[src/rtl/cbp_pkg.sv]
package cbp_pkg;

  // Field widths of the channels
  localparam int unsigned CoeffW     = 16;
  localparam int unsigned ByteW      = 8;
  localparam int unsigned FieldBitsW = 5;
  localparam int unsigned ModulusW   = 15;

  // Configuration port
  localparam int unsigned CfgIdxW  = 1;
  localparam int unsigned CfgDataW = 15;

  localparam logic [CfgIdxW-1:0] RegFieldBits = 1'b0;
  localparam logic [CfgIdxW-1:0] RegModulus   = 1'b1;

  localparam logic [FieldBitsW-1:0] FieldBitsRst = 5'd12;
  localparam logic [ModulusW-1:0]   ModulusRst   = 15'd3329;

  // Default for the widest kept field
  localparam int unsigned MaxFieldBitsDef = 16;

  // Sign bit of a coefficient
  localparam int unsigned SignBitPos = 15;

  // Output byte queue
  localparam int unsigned FifoDepth = 4;

  // Bytes released by one coefficient, handed from packer to queue
  typedef struct packed {
    logic [1:0]       cnt;
    logic [ByteW-1:0] byte0;
    logic             last0;
    logic [ByteW-1:0] byte1;
  } cbp_push_t;

  // One queued output word
  typedef struct packed {
    logic             last;
    logic [ByteW-1:0] data;
  } cbp_entry_t;

endpackage

[src/rtl/cbp_if.sv]
interface cbp_coeff_if;
  logic                             valid;
  logic                             ready;
  logic signed [cbp_pkg::CoeffW-1:0] coeff;

  modport source (output valid, output coeff, input ready);
  modport sink   (input valid, input coeff, output ready);
endinterface

interface cbp_byte_if;
  logic                      valid;
  logic                      ready;
  logic [cbp_pkg::ByteW-1:0] byte_out;
  logic                      last_of_run;

  modport source (output valid, output byte_out, output last_of_run, input ready);
  modport sink   (input valid, input byte_out, input last_of_run, output ready);
endinterface

interface cbp_cfg_if;
  logic                         valid;
  logic                         ready;
  logic [cbp_pkg::CfgIdxW-1:0]  index;
  logic [cbp_pkg::CfgDataW-1:0] data;

  modport source (output valid, output index, output data, input ready);
  modport sink   (input valid, input index, input data, output ready);
endinterface

[src/rtl/cbp_pack.sv]
module cbp_pack #(
  parameter int unsigned MaxFieldBits = cbp_pkg::MaxFieldBitsDef
) (
  input  logic                              clk_i,
  input  logic                              rst_ni,
  input  logic                              take_i,
  input  logic [cbp_pkg::CoeffW-1:0]        coeff_i,
  input  logic [cbp_pkg::FieldBitsW-1:0]    field_bits_i,
  input  logic [cbp_pkg::ModulusW-1:0]      modulus_i,
  output cbp_pkg::cbp_push_t                push_o
);

  localparam int unsigned ByteW = cbp_pkg::ByteW;
  localparam int unsigned CntW  = $clog2(ByteW);
  localparam int unsigned AccW  = MaxFieldBits + ByteW - 1;
  localparam int unsigned TotW  = $clog2(MaxFieldBits + ByteW);
  localparam int unsigned FbW   = cbp_pkg::FieldBitsW;

  logic [ByteW-2:0]                 acc_q, acc_d;
  logic [CntW-1:0]                  cnt_q, cnt_d;
  logic [FbW-1:0]                   width;
  logic [cbp_pkg::CoeffW-1:0]       coeff_adj;
  logic [MaxFieldBits-1:0]          mask;
  logic [MaxFieldBits-1:0]          field;
  logic [AccW-1:0]                  combined;
  logic [AccW-1:0]                  rest;
  logic [TotW-1:0]                  total;
  logic [TotW-1:0]                  used;
  logic [1:0]                       nbytes;

  // Saturate the field width
  assign width = (field_bits_i > FbW'(MaxFieldBits)) ? FbW'(MaxFieldBits) : field_bits_i;

  // Fold negative coefficients, keep the low field bits
  assign coeff_adj = coeff_i[cbp_pkg::SignBitPos]
                   ? coeff_i + cbp_pkg::CoeffW'(modulus_i)
                   : coeff_i;
  assign mask  = ~({MaxFieldBits{1'b1}} << width);
  assign field = coeff_adj[MaxFieldBits-1:0] & mask;

  // Append above the pending bits
  assign combined = AccW'(acc_q) | (AccW'(field) << cnt_q);
  assign total    = TotW'(cnt_q) + TotW'(width);

  always_comb begin
    if (total >= 2 * ByteW) begin
      nbytes = 2'd2;
    end else if (total >= ByteW) begin
      nbytes = 2'd1;
    end else begin
      nbytes = 2'd0;
    end
  end

  // Drop the released bytes from the accumulator
  assign used  = TotW'({nbytes, {CntW{1'b0}}});
  assign rest  = combined >> {nbytes, {CntW{1'b0}}};
  assign acc_d = rest[ByteW-2:0];
  assign cnt_d = CntW'(total - used);

  always_comb begin
    push_o.cnt   = take_i ? nbytes : 2'd0;
    push_o.byte0 = combined[ByteW-1:0];
    push_o.last0 = (nbytes == 2'd1);
    push_o.byte1 = ByteW'(combined >> ByteW);
  end

  // Advance the accumulator on each packed coefficient
  always_ff @(posedge clk_i or negedge rst_ni) begin
    if (!rst_ni) begin
      acc_q <= '0;
      cnt_q <= '0;
    end else if (take_i) begin
      acc_q <= acc_d;
      cnt_q <= cnt_d;
    end
  end

endmodule

[src/rtl/cbp_fifo.sv]
module cbp_fifo (
  input  logic                    clk_i,
  input  logic                    rst_ni,
  input  cbp_pkg::cbp_push_t      push_i,
  input  logic                    pop_i,
  output logic                    room_o,
  output logic                    valid_o,
  output cbp_pkg::cbp_entry_t     head_o
);

  localparam int unsigned Depth = cbp_pkg::FifoDepth;
  localparam int unsigned PtrW  = $clog2(Depth);
  localparam int unsigned CntW  = $clog2(Depth + 1);

  cbp_pkg::cbp_entry_t entry_q [Depth];
  logic [PtrW-1:0] wptr_q, wptr_d;
  logic [PtrW-1:0] rptr_q, rptr_d;
  logic [CntW-1:0] count_q, count_d;
  logic [PtrW-1:0] wptr_nxt;

  assign room_o   = (count_q <= CntW'(Depth - 2));
  assign valid_o  = (count_q != '0);
  assign head_o   = entry_q[rptr_q];
  assign wptr_nxt = wptr_q + PtrW'(1);

  assign wptr_d  = wptr_q + PtrW'(push_i.cnt);
  assign rptr_d  = pop_i ? rptr_q + PtrW'(1) : rptr_q;
  assign count_d = count_q + CntW'(push_i.cnt) - CntW'(pop_i);

  // Write up to two words per cycle
  always_ff @(posedge clk_i) begin
    if (push_i.cnt != 2'd0) begin
      entry_q[wptr_q] <= '{last: push_i.last0, data: push_i.byte0};
    end
    if (push_i.cnt == 2'd2) begin
      entry_q[wptr_nxt] <= '{last: 1'b1, data: push_i.byte1};
    end
  end

  // Track pointers and fill level
  always_ff @(posedge clk_i or negedge rst_ni) begin
    if (!rst_ni) begin
      wptr_q  <= '0;
      rptr_q  <= '0;
      count_q <= '0;
    end else begin
      wptr_q  <= wptr_d;
      rptr_q  <= rptr_d;
      count_q <= count_d;
    end
  end

endmodule

[src/rtl/coefficient_bit_packer.sv]
// Channel   Dir  Payload                       Handshake
// cfg_i     in   index[0:0], data[14:0]        valid/ready, ready always high
// coeff_i   in   coeff[15:0] signed            valid/ready
// byte_o    out  byte_out[7:0], last_of_run    valid/ready
//
// One coefficient is accepted per cycle while the byte queue has room; it
// releases zero, one or two bytes. A byte passes through the input register
// and the byte queue before it shows on byte_o.
// The output port moves one word per cycle while byte_o.ready is high, so a
// two-byte coefficient needs two transfers; a four-word byte queue absorbs this.
// Reset clears the bit accumulator, the queue and restores the registers.
// Output stalls back up through the queue into the input register.
module coefficient_bit_packer #(
  parameter int unsigned MaxFieldBits = cbp_pkg::MaxFieldBitsDef
) (
  input  logic               clk_i,
  input  logic               rst_ni,
  cbp_cfg_if.sink            cfg_i,
  cbp_coeff_if.sink          coeff_i,
  cbp_byte_if.source         byte_o
);

  logic [cbp_pkg::FieldBitsW-1:0] field_bits_q;
  logic [cbp_pkg::ModulusW-1:0]   modulus_q;
  logic                           in_vld_q;
  logic [cbp_pkg::CoeffW-1:0]     coeff_q;
  logic                           take;
  logic                           room;
  logic                           pop;
  cbp_pkg::cbp_push_t             push;
  cbp_pkg::cbp_entry_t            head;

  // Configuration registers
  assign cfg_i.ready = 1'b1;

  always_ff @(posedge clk_i or negedge rst_ni) begin
    if (!rst_ni) begin
      field_bits_q <= cbp_pkg::FieldBitsRst;
      modulus_q    <= cbp_pkg::ModulusRst;
    end else if (cfg_i.valid) begin
      case (cfg_i.index)
        cbp_pkg::RegFieldBits: field_bits_q <= cfg_i.data[cbp_pkg::FieldBitsW-1:0];
        cbp_pkg::RegModulus:   modulus_q    <= cfg_i.data[cbp_pkg::ModulusW-1:0];
        default: ;
      endcase
    end
  end

  // Input register: refill while the held word drains
  assign take          = in_vld_q && room;
  assign coeff_i.ready = !in_vld_q || take;

  always_ff @(posedge clk_i or negedge rst_ni) begin
    if (!rst_ni) begin
      in_vld_q <= 1'b0;
    end else if (coeff_i.ready) begin
      in_vld_q <= coeff_i.valid;
    end
  end

  always_ff @(posedge clk_i) begin
    if (coeff_i.ready && coeff_i.valid) begin
      coeff_q <= coeff_i.coeff;
    end
  end

  cbp_pack #(
    .MaxFieldBits (MaxFieldBits)
  ) u_pack (
    .clk_i        (clk_i),
    .rst_ni       (rst_ni),
    .take_i       (take),
    .coeff_i      (coeff_q),
    .field_bits_i (field_bits_q),
    .modulus_i    (modulus_q),
    .push_o       (push)
  );

  // Output queue
  assign pop = byte_o.valid && byte_o.ready;

  cbp_fifo u_fifo (
    .clk_i   (clk_i),
    .rst_ni  (rst_ni),
    .push_i  (push),
    .pop_i   (pop),
    .room_o  (room),
    .valid_o (byte_o.valid),
    .head_o  (head)
  );

  assign byte_o.byte_out    = head.data;
  assign byte_o.last_of_run = head.last;

endmodule

[src/flat_wrapper.sv]
// flat-port wrapper written by rule: the top's interface ports become plain ports
module coefficient_bit_packer_flat 
#(
  parameter int unsigned MaxFieldBits = cbp_pkg::MaxFieldBitsDef
)
  (clk_i, rst_ni, cfg_i_valid, cfg_i_index, cfg_i_data, cfg_i_ready, coeff_i_valid, coeff_i_coeff, coeff_i_ready, byte_o_valid, byte_o_byte_out, byte_o_last_of_run, byte_o_ready);
  cbp_cfg_if cfg_i_i ();
  cbp_coeff_if coeff_i_i ();
  cbp_byte_if byte_o_i ();
  input  logic clk_i;
  input  logic rst_ni;
  input wire logic [$bits(cfg_i_i.valid)-1:0] cfg_i_valid;
  input wire logic [$bits(cfg_i_i.index)-1:0] cfg_i_index;
  input wire logic [$bits(cfg_i_i.data)-1:0] cfg_i_data;
  output wire logic [$bits(cfg_i_i.ready)-1:0] cfg_i_ready;
  input wire logic [$bits(coeff_i_i.valid)-1:0] coeff_i_valid;
  input wire logic [$bits(coeff_i_i.coeff)-1:0] coeff_i_coeff;
  output wire logic [$bits(coeff_i_i.ready)-1:0] coeff_i_ready;
  output wire logic [$bits(byte_o_i.valid)-1:0] byte_o_valid;
  output wire logic [$bits(byte_o_i.byte_out)-1:0] byte_o_byte_out;
  output wire logic [$bits(byte_o_i.last_of_run)-1:0] byte_o_last_of_run;
  input wire logic [$bits(byte_o_i.ready)-1:0] byte_o_ready;
  assign cfg_i_i.valid = cfg_i_valid;
  assign cfg_i_i.index = cfg_i_index;
  assign cfg_i_i.data = cfg_i_data;
  assign cfg_i_ready = cfg_i_i.ready;
  assign coeff_i_i.valid = coeff_i_valid;
  assign coeff_i_i.coeff = coeff_i_coeff;
  assign coeff_i_ready = coeff_i_i.ready;
  assign byte_o_valid = byte_o_i.valid;
  assign byte_o_byte_out = byte_o_i.byte_out;
  assign byte_o_last_of_run = byte_o_i.last_of_run;
  assign byte_o_i.ready = byte_o_ready;
  coefficient_bit_packer #(.MaxFieldBits(MaxFieldBits)) u_core (.clk_i(clk_i), .rst_ni(rst_ni), .cfg_i(cfg_i_i), .coeff_i(coeff_i_i), .byte_o(byte_o_i));
endmodule
[config.mk]
export PLATFORM = sky130hd
export DESIGN_NAME = coefficient_bit_packer_flat
export DESIGN_NICKNAME = d
export VERILOG_FILES = /design/src/rtl/cbp_pkg.sv /design/src/rtl/cbp_if.sv /design/src/rtl/cbp_pack.sv /design/src/rtl/cbp_fifo.sv /design/src/rtl/coefficient_bit_packer.sv /design/src/flat_wrapper.sv
export SDC_FILE = /design/constraint.sdc
export NUM_CORES = 1
export LEC_CHECK = 0
export BUFFER_PORTS_ARGS = -buffer_cell sky130_fd_sc_hd__buf_2
export CORE_MARGIN = 4
export CORE_UTILIZATION = 40
export DETAILED_ROUTE_END_ITERATION = 7
export PLACE_DENSITY = 0.64
export SYNTH_ARGS = -nofsm -noshare
export SYNTH_HDL_FRONTEND = slang
export SYNTH_SLANG_ARGS = --single-unit
[constraint.sdc]
create_clock -name clk_i -period 4.1 [get_ports clk_i]
set_input_delay 0.82 -clock clk_i [delete_from_list [all_inputs] [get_ports clk_i]]
set_output_delay 0.82 -clock clk_i [all_outputs]
set_load 0.02 [all_outputs]
Word level (Yosys, flattened, before mapping)
Memory sizes are Yosys's and may differ from the RTL's.
Cells that the tools add are included.
{"block": "classes", "n_reduce_logical": 9, "n_eq_ne": 2, "magnitude_cmp": 4, "bitwise": 4, "n_shift": 3, "addsub": 8, "n_mux": 9}
{"cell": "$or A7 B23 Y23", "n": 1}
{"cell": "$shl A16 B3 Y23", "n": 1}
{"cell": "$shr A23 B5 Y7", "n": 1}
{"cell": "$add A16 B15 Y16", "n": 1}
{"cell": "$and A16 B16 Y16", "n": 1}
{"cell": "$mux W16", "n": 1}
{"cell": "$not A16 Y16", "n": 1}
{"cell": "$shl A16 B5 Y16 const A", "n": 1}
{"cell": "$add A3 B5 Y5", "n": 1}
{"cell": "$ge A5 B4 Y1 const B", "n": 1}
{"cell": "$ge A5 B5 Y1 const B", "n": 1}
{"cell": "$gt A5 B5 Y1 const B", "n": 1}
{"cell": "$mux W1", "n": 5}
{"cell": "$mux W5", "n": 1}
{"cell": "$add A2 B1 Y2 const B", "n": 2}
{"cell": "$mux W2", "n": 2}
{"cell": "$reduce_and A2 Y1", "n": 2}
{"cell": "$add A3 B2 Y3", "n": 1}
{"cell": "$le A3 B2 Y1 const B", "n": 1}
{"cell": "$logic_and A1 B1 Y1", "n": 3}
{"cell": "$reduce_bool A3 Y1", "n": 1}
{"cell": "$sub A3 B1 Y3", "n": 1}
{"cell": "$sub A3 B1 Y3 const B", "n": 1}
{"cell": "$add A2 B2 Y2", "n": 1}
{"cell": "6 further kinds", "n": 6}
{"block": "totals", "output_inout_bits": 12, "ff_bits": 54, "ramBits": 36, "in_bits": 37, "n_memories": 1}
{"name": "u_core.u_fifo.entry_q", "words": 4, "word_bits": 9, "read_ports": 1, "rd_ports_with_merged_regs": 0, "wr": 2, "line_no": "cbp_fifo.sv:15", "source": "cbp_pkg::cbp_entry_t entry_q [Depth];"}

Depth between registers and ports, before layout
{"block": "logic_depth", "ltp_word": 10, "depth_mapped": 15}

Hierarchy
From an unflattened synthesis, not the netlist that was laid out.
{"block": "hier_totals", "cells_unflattened": 670, "area_unflattened_um2": 6507.5}
{"mod": "cbp_pack", "n_inst": 1, "cells_per_inst": 407, "area_per_inst_um2": 2915.3}
{"mod": "cbp_fifo", "n_inst": 1, "cells_per_inst": 196, "area_per_inst_um2": 2282.2}
{"mod": "coefficient_bit_packer", "n_inst": 1, "cells_per_inst": 67, "area_per_inst_um2": 1310.0}

Least setup slack after synthesis
Ideal clock, no wire load.
{"block": "synth_timing", "path_type": "reg-to-reg", "from": "register u_core.field_bits_q[4] (netlist bit)", "to": "register u_core.u_fifo.count_q[2]", "path_buffers": 3, "arrival_time_ns": 3.006, "setup_slack_ns": 0.972, "synth_period_minus_slack_ns": 3.128, "path_stages_with_launch": 16, "setup_ns": 0.123, "cell_sequence": "dfrtp_1 buf_4 inv_1 buf_2 nand2_1 fa_1 nor2b_1 o21ai_1 and2_1 clkbuf_1 nor2_1 inv_1 ha_1 inv_1 fa_1 xnor2_1"}
{"block": "synth_between", "elab_chain_len": 9, "word_cells_on_any_way": 10, "cone_classes": "add/sub: 3; order compare: 3; mux: 4"}
{"item": "from (decl)", "line_no": "coefficient_bit_packer.sv:23", "source": "logic [cbp_pkg::FieldBitsW-1:0] field_bits_q;"}
{"item": "from (signal assigned)", "line_no": "coefficient_bit_packer.sv:38", "source": "field_bits_q <= cbp_pkg::FieldBitsRst;"}
{"item": "from (signal assigned)", "line_no": "coefficient_bit_packer.sv:42", "source": "cbp_pkg::RegFieldBits: field_bits_q <= cfg_i.data[cbp_pkg::FieldBitsW-1:0];"}
{"item": "$gt A5 B5 Y1", "line_no": "cbp_pack.sv:32", "source": "assign width = (field_bits_i > FbW'(MaxFieldBits)) ? FbW'(MaxFieldBits) : field_bits_i;"}
{"item": "$mux W5 (*)", "line_no": "cbp_pack.sv:32"}
{"item": "$add A3 B5 Y5 (*)", "line_no": "cbp_pack.sv:43", "source": "assign total = TotW'(cnt_q) + TotW'(width);"}
{"item": "$ge A5 B4 Y1", "line_no": "cbp_pack.sv:48", "source": "end else if (total >= ByteW) begin"}
{"item": "$mux W1", "line_no": "cbp_pack.sv:48"}
{"item": "$mux W2 (*)", "line_no": "cbp_pack.sv:46", "source": "if (total >= 2 * ByteW) begin"}
{"item": "$mux W2 (*)", "line_no": "cbp_pack.sv:62", "source": "push_o.cnt = take_i ? nbytes : 2'd0;"}
{"item": "$add A3 B2 Y3 (*)", "line_no": "cbp_fifo.sv:28", "source": "assign count_d = count_q + CntW'(push_i.cnt) - CntW'(pop_i);"}
{"item": "$sub A3 B1 Y3 (*)", "line_no": "cbp_fifo.sv:28"}
{"item": "named net u_core.u_fifo.count_d[2]", "line_no": "cbp_fifo.sv:18", "source": "logic [CntW-1:0] count_q, count_d;"}
{"item": "to (signal assigned)", "line_no": "cbp_fifo.sv:49", "source": "count_q <= count_d;"}
{"item": "to (decl)", "line_no": "cbp_fifo.sv:18"}
The timed path passes the listed nets; every way through them passes the cells marked *.
A chain may end at the register's enable or synchronous reset.

==> results by group <==
Status
  – Outcome: complete, no violations

Cells and area
  – Commonest non-fill, non-tap cell in the layout: nand2_1
  – Antenna Cells: 0
  – Share of layout cells above drive strength 1: 22.5%
  – Synth-to-Final Area Change: 11.6%
  – Nets: 723
  – Most frequent cells in the layout: nand2_1 (64), edfxtp_1 (48), buf_2 (47)

Power
  – Worst VDD drop: 0.000345 V
  – PwrDens: 747 mW/mm2
  – LEAKAGE: 2.62 nW

GRT
  – Initial antenna violation count: 0
  – Largest net degree at the start of global routing: 39
  – Vias in the first global route: 5184
  – Grt ovf: 0
  – First-pass GRT wire length: 27100 um
  – GRT Overall Usage: 19.0%

STA
  – Period utilization: 89.4%
  – RSZ-0062 raised after global routing: false
  – Final setup vio count: 0
  – WHS: 470 ps
  – Final period demand of the worst path: 3670 ps
  – Fin Setup TNS: 0 ps
  – Slew @ Worst Pin: 922 ps
  – Slew HR: 38.6%
  – Hold Fails Final Rpt: 0
  – Slew Viols, Final: 0
  – Skew final: 8.08 ps
  – Maximum clock frequency: 273 MHz

Route
  – Starting DRC count in detailed routing: 582
  – Drt drc: 0
  – Wire per inst: 18.9 um
  – Routed Antenna Nets: 0
  – Vias per cell: 6.07
  – Drt pass-1 iters: 5
  – Detailed-route via count: 5324
  – Total wire length: 16600 um

Synthesis
  – Syn_area_per_cell: 9.96 um2
  – Syn_nets: 692
  – Yosys warning total: 0
  – Most used flip-flop cell after synthesis: edfxtp_1
  – Post-synth ARST share: 42.2%
  – Mapped Area: 0.00627 mm2
  – Synth Register Bits: 90
  – Netlist cell types: 92
  – Post-synth EDFFs: 48
  – Cell count after synthesis: 630
  – Sequential share of the synthesized area: 39.5%

Floorplan
  – Number of cell rows: 45
  – Io pins: 49
  – Die H: 133 um
  – DIE AREA: 0.0178 mm2
  – Starting density of the core: 41.1%
  – Die width: 133 um
  – Core area: 0.0153 mm2

Clock tree
  – Maximum root-to-sink buffer count: 2
  – Hold_buf cts: 0
  – Cts repair resizes: 0
  – H-tree Lvls: 3
  – Worst-path clk slew: 70 ps
  – Clk Latency, worst-skew pair: 350 ps
  – CTS tree: done
  – Total CTS buffers: 9
  – Postcts setup bufs: 0
  – Clock Sinks: 90
  – Root Buffer Master: clkbuf_16

Hold path
  – Worst min path class: reg -> reg
  – Hold path cells: 2

Placed design
  – Dpl hpwl: 12600 um
  – RD Place Congestion: 0.899
  – Buffers on Ports: 47

Worst setup path
  – Worst setup EP type: flip-flop
  – Critical Path AT: 3680 ps
  – FF-to-FF path depth: 10
  – Critical path fanouts, max: 12
  – Critical setup path kind: reg -> reg
  – Startpoint types: flip-flop
  – Required @ worst endpoint: 4120 ps

Job
  – Max-cap violations: 0
synth_stat cells, types with 6 or more instances:
cell type   n  area, um2
a211oi_1   10       75.1
a21oi_1    32        160
a31oi_1    10       62.6
a32o_1      9       90.1
and2_1      6       37.5
buf_2      10       50.1
clkbuf_1   17       63.8
dfrtp_1    32        801
dfstp_2     6        158
edfxtp_1   48       1440
ha_1       22        275
inv_1      16       60.1
mux2_2     23        259
mux4_2      9        203
nand2_1    64        240
nand3_1    21        105
nand4_1    10       62.6
nor2_1     37        139
nor2b_1     7       43.8
nor3_1     17       85.1
nor4_1      7       43.8
o211ai_1    8       60.1
o21a_1      6       45.0
o21ai_0    33        165
o22ai_1    27        169
xnor2_1     8       70.1
final timing paths:
check                                               to                         from  slack, ps
max in group asynchronous       u_core.u_pack.acc_q[3]                       rst_ni       2920
max reg2reg                u_core.u_fifo.entry_q[3][2]       u_core.field_bits_q[4]        430
min reg2reg                u_core.u_fifo.entry_q[1][8]  u_core.u_fifo.entry_q[1][8]        470
min                        u_core.u_fifo.entry_q[1][8]  u_core.u_fifo.entry_q[1][8]        470
min in group asynchronous         u_core.modulus_q[12]                       rst_ni        610
max                        u_core.u_fifo.entry_q[3][2]       u_core.field_bits_q[4]        430
metrics by stage:
stage | util, % | total power [W] | cell area [um2] | cells | setup slack (ps)
6_report | 45.9 | 0.00523 | 7000 | 877 | 434
5_1_grt | 45.9 | 0.00559 | 7000 | 877 | 123
4_1_cts | 45.9 | 0.00523 | 7000 | 877 | 477
3_5_place_dp | 43.8 | 0.00431 | 6680 | 861 | 496
3_3_place_gp | 43.8 | 0.00426 | 6680 | 861 | 637
2_1_floorplan | - | 0.00356 | 6270 | 630 | 972
per-layer routing:
metal  up-vias  global-route usage [%]  share of wire, %
met5         -                       0                 0
met4         0                    7.54               2.5
met3        36                    3.97               6.0
met2       228                    32.1                50
met1      2540                    23.9                42
li1       2520                       -                 -
worst max-delay path, cell delays in order (launching register included):
cell     delay, ps
dfrtp_1        600
inv_1          310
nand2_1        190
inv_1           60
ha_1           270
a21o_1         170
a21oi_1        250
xnor2_1        240
a21oi_1        560
nand3_1        320
nand2_1        360
layout make-up:
class | count | area, um2
Clock buffer | 10 | 239
Clock inverter | 6 | 88.8
Fill cell | 1460 | 8250
Inverter | 18 | 67.6
Multi-Input combinational cell | 486 | 3560
Sequential cell | 90 | 2480
Tap cell | 211 | 264
Timing Repair Buffer | 56 | 303
sequential cells by signal, summed over array words and instances, names as in the netlist:
name,flops
u_core.u_fifo.rptr_q,2
u_core.modulus_q,15
u_core.field_bits_q,5
u_core.u_fifo.entry_q,36
u_core.u_pack.cnt_q,3
u_core.in_vld_q,1
u_core.coeff_q,16
u_core.u_fifo.wptr_q,2
u_core.u_pack.acc_q,7
u_core.u_fifo.count_q,3
report_power, final:
part	total (W)	switching, W	internal, W
Combinational	0.00284	0.00181	0.00103
Sequential	0.00149	0.000234	0.00126
Clock	0.000900	0.000348	0.000552
Total	0.00523	0.00239	0.00285
logic make-up after synthesis:
| logic type | Yosys count | synth area share (%) |
|---|---|---|
| adders and majority gates | 25 | 5.34 |
| DFF | 90 | 39.5 |
| buffers and inverters | 54 | 3.71 |
| xor gates and xnor gates | 10 | 1.40 |
| muxes | 38 | 8.39 |
| and+or+nand+nor | 210 | 17.6 |
| other | 1 | 0.0598 |
| AOI/OAI and AO/OA | 202 | 24.0 |
No activity file was read; power rests on OpenSTA's default activity.
